==> config.mk <==
export PLATFORM = sky130hd
export DESIGN_NAME = mts_chain
export DESIGN_NICKNAME = d
export VERILOG_FILES = /design/src/sv/mts_pkg.sv /design/src/sv/mts_cell.sv /design/src/sv/mts_chain.sv
export SDC_FILE = /design/constraint.sdc
export NUM_CORES = 2
export LEC_CHECK = 0
export BUFFER_PORTS_ARGS = -buffer_cell sky130_fd_sc_hd__buf_4
export CAP_MARGIN = 20
export CORE_ASPECT_RATIO = 1.25
export CORE_UTILIZATION = 60
export CTS_CLUSTER_DIAMETER = 60
export DETAILED_ROUTE_END_ITERATION = 10
export PLACE_DENSITY = 0.81
export SLEW_MARGIN = 10
export SYNTH_ARGS = -nofsm -noshare
export SYNTH_HDL_FRONTEND = slang
export SYNTH_SLANG_ARGS = --single-unit
==> constraint.sdc <==
create_clock -name clk -period 41.2 [get_ports clk]
set_input_delay 6.18 -clock clk [delete_from_list [all_inputs] [get_ports clk]]
set_output_delay 6.18 -clock clk [all_outputs]
set_load 0.01 [all_outputs]
==> src/sv/mts_pkg.sv <==
`timescale 1ns / 1ps
package mts_pkg;

  localparam int STACK_DEPTH = 64;
  localparam int VALUE_WIDTH = 32;
  localparam int CNT_W       = $clog2(STACK_DEPTH + 1);
  localparam int OUT_W       = 32;

  localparam logic [1:0] CMD_PUSH = 2'd0;
  localparam logic [1:0] CMD_POP  = 2'd1;
  localparam logic [1:0] CMD_READ = 2'd2;

  localparam logic [1:0] ST_OK    = 2'd0;
  localparam logic [1:0] ST_UNDER = 2'd1;
  localparam logic [1:0] ST_OVER  = 2'd2;

  // shift request for one chain of cells
  typedef struct packed {
    logic                   push;
    logic                   pop;
    logic [VALUE_WIDTH-1:0] din;
  } mts_shift_t;

endpackage

==> src/sv/mts_cell.sv <==
`timescale 1ns / 1ps
module mts_cell (
  input  logic                           clk,
  input  mts_pkg::mts_shift_t            shift,
  input  logic [mts_pkg::VALUE_WIDTH-1:0] from_up,
  input  logic [mts_pkg::VALUE_WIDTH-1:0] from_down,
  output logic [mts_pkg::VALUE_WIDTH-1:0] data_o
);
  import mts_pkg::*;

  logic [VALUE_WIDTH-1:0] data_r;
  logic [VALUE_WIDTH-1:0] data_nxt;

  // push moves everything one place deeper, pop one place toward the top
  always_comb begin
    data_nxt = data_r;
    if (shift.push) begin
      data_nxt = from_up;
    end else if (shift.pop) begin
      data_nxt = from_down;
    end
  end

  always_ff @(posedge clk) begin
    data_r <= data_nxt;
  end

  assign data_o = data_r;

endmodule

==> src/sv/mts_chain.sv <==
`timescale 1ns / 1ps
module mts_chain (
  input  logic                            clk,
  input  mts_pkg::mts_shift_t             shift,
  output logic [mts_pkg::VALUE_WIDTH-1:0] top_o,
  output logic [mts_pkg::VALUE_WIDTH-1:0] second_o
);
  import mts_pkg::*;

  logic [VALUE_WIDTH-1:0] cell_q [STACK_DEPTH];

  for (genvar i = 0; i < STACK_DEPTH; i++) begin : g_cell
    logic [VALUE_WIDTH-1:0] up_d;
    logic [VALUE_WIDTH-1:0] down_d;

    if (i == 0) begin : g_head
      assign up_d = shift.din;
    end else begin : g_body
      assign up_d = cell_q[i-1];
    end

    // bottom cell holds its own value on pop
    if (i == STACK_DEPTH - 1) begin : g_tail
      assign down_d = cell_q[i];
    end else begin : g_link
      assign down_d = cell_q[i+1];
    end

    mts_cell u_cell (
      .clk       (clk),
      .shift     (shift),
      .from_up   (up_d),
      .from_down (down_d),
      .data_o    (cell_q[i])
    );
  end

  assign top_o    = cell_q[0];
  assign second_o = cell_q[1];

endmodule

==> flow_metrics.tcl <==
set metrics [dict create \
    r2r_setup_slack_ns 40.07 \
    fin_nets 4430 \
    worst_slack_ns 28.86 \
    wl_per_cell_microns 18.37 \
    fp.dieArea_sq_mm 0.1451 \
    die_w_microns 340.9 \
    path_class "in -> reg" \
    routed_via_density 5.673 \
    tightest_slew_ns 1.296 \
    tns_ns 0 \
    die_h_microns 425.6 \
    hold_path.class "reg -> reg" \
    syn_avg_cell_area_sq_um 20.08 \
    grt_antenna_before_repair 0 \
    p_leak_nw 32.68 \
    p_sw_mw 1.132 \
    max_freq_mhz 81.01 \
    synth.largest_area_cell "edfxtp_1" \
    routed_wl_microns 118300 \
    switching_share_pct 21.67 \
    synth_top_area_share_pct 71.41 \
    clkLatencyLatePin_ns 0.81 \
    synth_nets 4324 \
    drt_pre_antenna_iters 5 \
    hold_end "g_cell[63].u_cell.data_o[24]" \
    grt_pass1_vias 38150 \
    port_buffers 98 \
    cp-start-kind "input pin" \
    finalCriticalPeriod_ns 12.34 \
    reg2reg_to "g_cell[14].u_cell.data_o[7]" \
    htree_levels 4 \
    diodes 0 \
    power.share.sequential_pct 57.1 \
    grt_max_degree 221 \
    place_area_sq_mm 0.08770 \
    ctsHoldBuffers 0 \
    pin_count 99 \
    start_util_pct 60.42 \
    drive_gt1_share_pct 53.46 \
    finalNonFillerCells 6439 \
    relSlewSlack_pct 13.61 \
    timing.hold.ws_ns 0.4462 \
    tritoncts "built" \
    path_max_fanout 120 \
    post-place-ws_ns 27.97 \
    power_frac_clock_pct 33.2 \
    ant_nets 0 \
    hpwl_microns 66980 \
    p_int_mw 4.091 \
    setup_violations 0 \
    ctsResizeCount 0 \
    rsz0062_at_grt "no" \
    drc_errors 0 \
    fp-row-count 155 \
    ys_seq_area_share_pct 71.41 \
    numCtsBuffers 188 \
    cp.required_ns 41.62 \
    critPathCaptureType "flop" \
    timing.rr.start "g_cell[15].u_cell.data_o[7]" \
    area_growth_pct 9.060 \
    cap_violations 0 \
    p_comb_share_pct 9.7 \
    fin_crit_sh_pct 29.96 \
    fin_worst_skew_ns 0.03528 \
    peakVddDrop_mv 0.04485 \
    synth-seq-cells 2048 \
    core_area_sq_mm 0.1425 \
    drtIter0Drc 2698 \
    largest_register_ffs 2048 \
    holdPathStages 0 \
    hp-start "g_cell[62].u_cell.data_o[24]" \
    worstPathArrival_ns 12.77 \
    post_cts_buffers 0 \
    clk_pin_slew_worst_paths_ns 0.06 \
    clkSinkCount 2048 \
    final_core_util_pct 65.89 \
    grt_usage_pct 16.25 \
    overflow 0 \
    postSynthCellCount 4289 \
    ys_types 5 \
    power_density_mw_per_mm2 55.61 \
    final_area_sq_mm 0.09393 \
    grt_pass1_wl_microns 196100 \
    synth_area_sq_mm 0.08612 \
    outcome "completed" \
    synth_area_leaders "edfxtp_1 (71%), mux2_2 (26%), buf_6 (1.7%)" \
    slew_violations 0 \
    clockRootBuffer "clkbuf_16" \
    yosys_warnings 0 \
    cts_buffer_depth 3 \
    dp_cells 6087 \
    vias 36530 \
    gp_congestion 0.7093 \
    total_power_mw 5.223 \
    hold_violations 0 \
    rr_worst_depth 1 \
]
## power groups by stage
stage	combinational, mW	sequential, mW	clock, mW
after floorplan	0.435	3.02	0
after global routing	0.552	3.03	1.86
after global placement	0.474	3.01	0
final	0.507	2.98	1.73
after detailed placement	0.506	3.03	0
after CTS	0.513	2.99	1.78
## layout make-up
type	instances	area (sq um)
timing repair buffer	140	1186
multi-input combinational	2017	22710
fill	9000	48620
sequential	2048	61500
clock buffer	218	4817
clock inverter	132	1355
tap	1884	2357
## logic make-up (layout without fill, tap and decap cells)
| family | Yosys count | after routing | share of synthesized area [%] |
|---|---|---|---|
| buf+inv | 224 | 490 | 2.224 |
| flops | 2048 | 2048 | 71.41 |
| mux | 2016 | 2016 | 26.36 |
| simple gates | 1 | 1 | 0.007269 |
## worst max-delay path: stages
cell	delay, ns
buf_16	0.38
or2_4	0.81
buf_4	0.84
buf_4	0.97
buf_4	0.86
buf_4	0.76
buf_4	0.80
buf_4	0.86
## routing by layer
layer,global-route usage [%],wire (microns),vias up
met5,0,0,-
met4,5.404,2659,0
met3,2.556,3202,183
met2,27.98,61900,393
met1,21.11,50510,18560
li1,-,-,17390
## synth_stat cells
cell and instances:
edfxtp_1 2048, buf_2 97, or2_2 1, buf_6 127, mux2_2 2016
## worst max-delay path by stage
stage	start	endpoint	slack, ns	depth (start not counted)
6_report	shift[33]	g_cell[61].u_cell.data_o[10]	28.86	8
2_1_floorplan	shift[33]	g_cell[0].u_cell.data_o[0]	9.14	5
5_1_grt	shift[33]	g_cell[62].u_cell.data_o[8]	28.42	8
4_1_cts	shift[33]	g_cell[33].u_cell.data_o[10]	28.89	8
3_3_place_gp	shift[33]	g_cell[33].u_cell.data_o[10]	28.23	8
3_5_place_dp	shift[33]	g_cell[30].u_cell.data_o[8]	27.97	8
## layout by cell type, fill, tap and decap left out
master and count:
clkinv_4 5, edfxtp_1 2048, bufinv_16 21, mux2_2 2016, inv_6 4, clkbuf_16 188, clkinv_16 3, buf_12 6
clkbuf_1 30, inv_16 4, buf_4 131, buf_16 3, clkinv_2 46, clkinvlp_4 3, or2_4 1, clkinv_8 4
clkinv_1 42
Power figures use the tool's default switching activity.
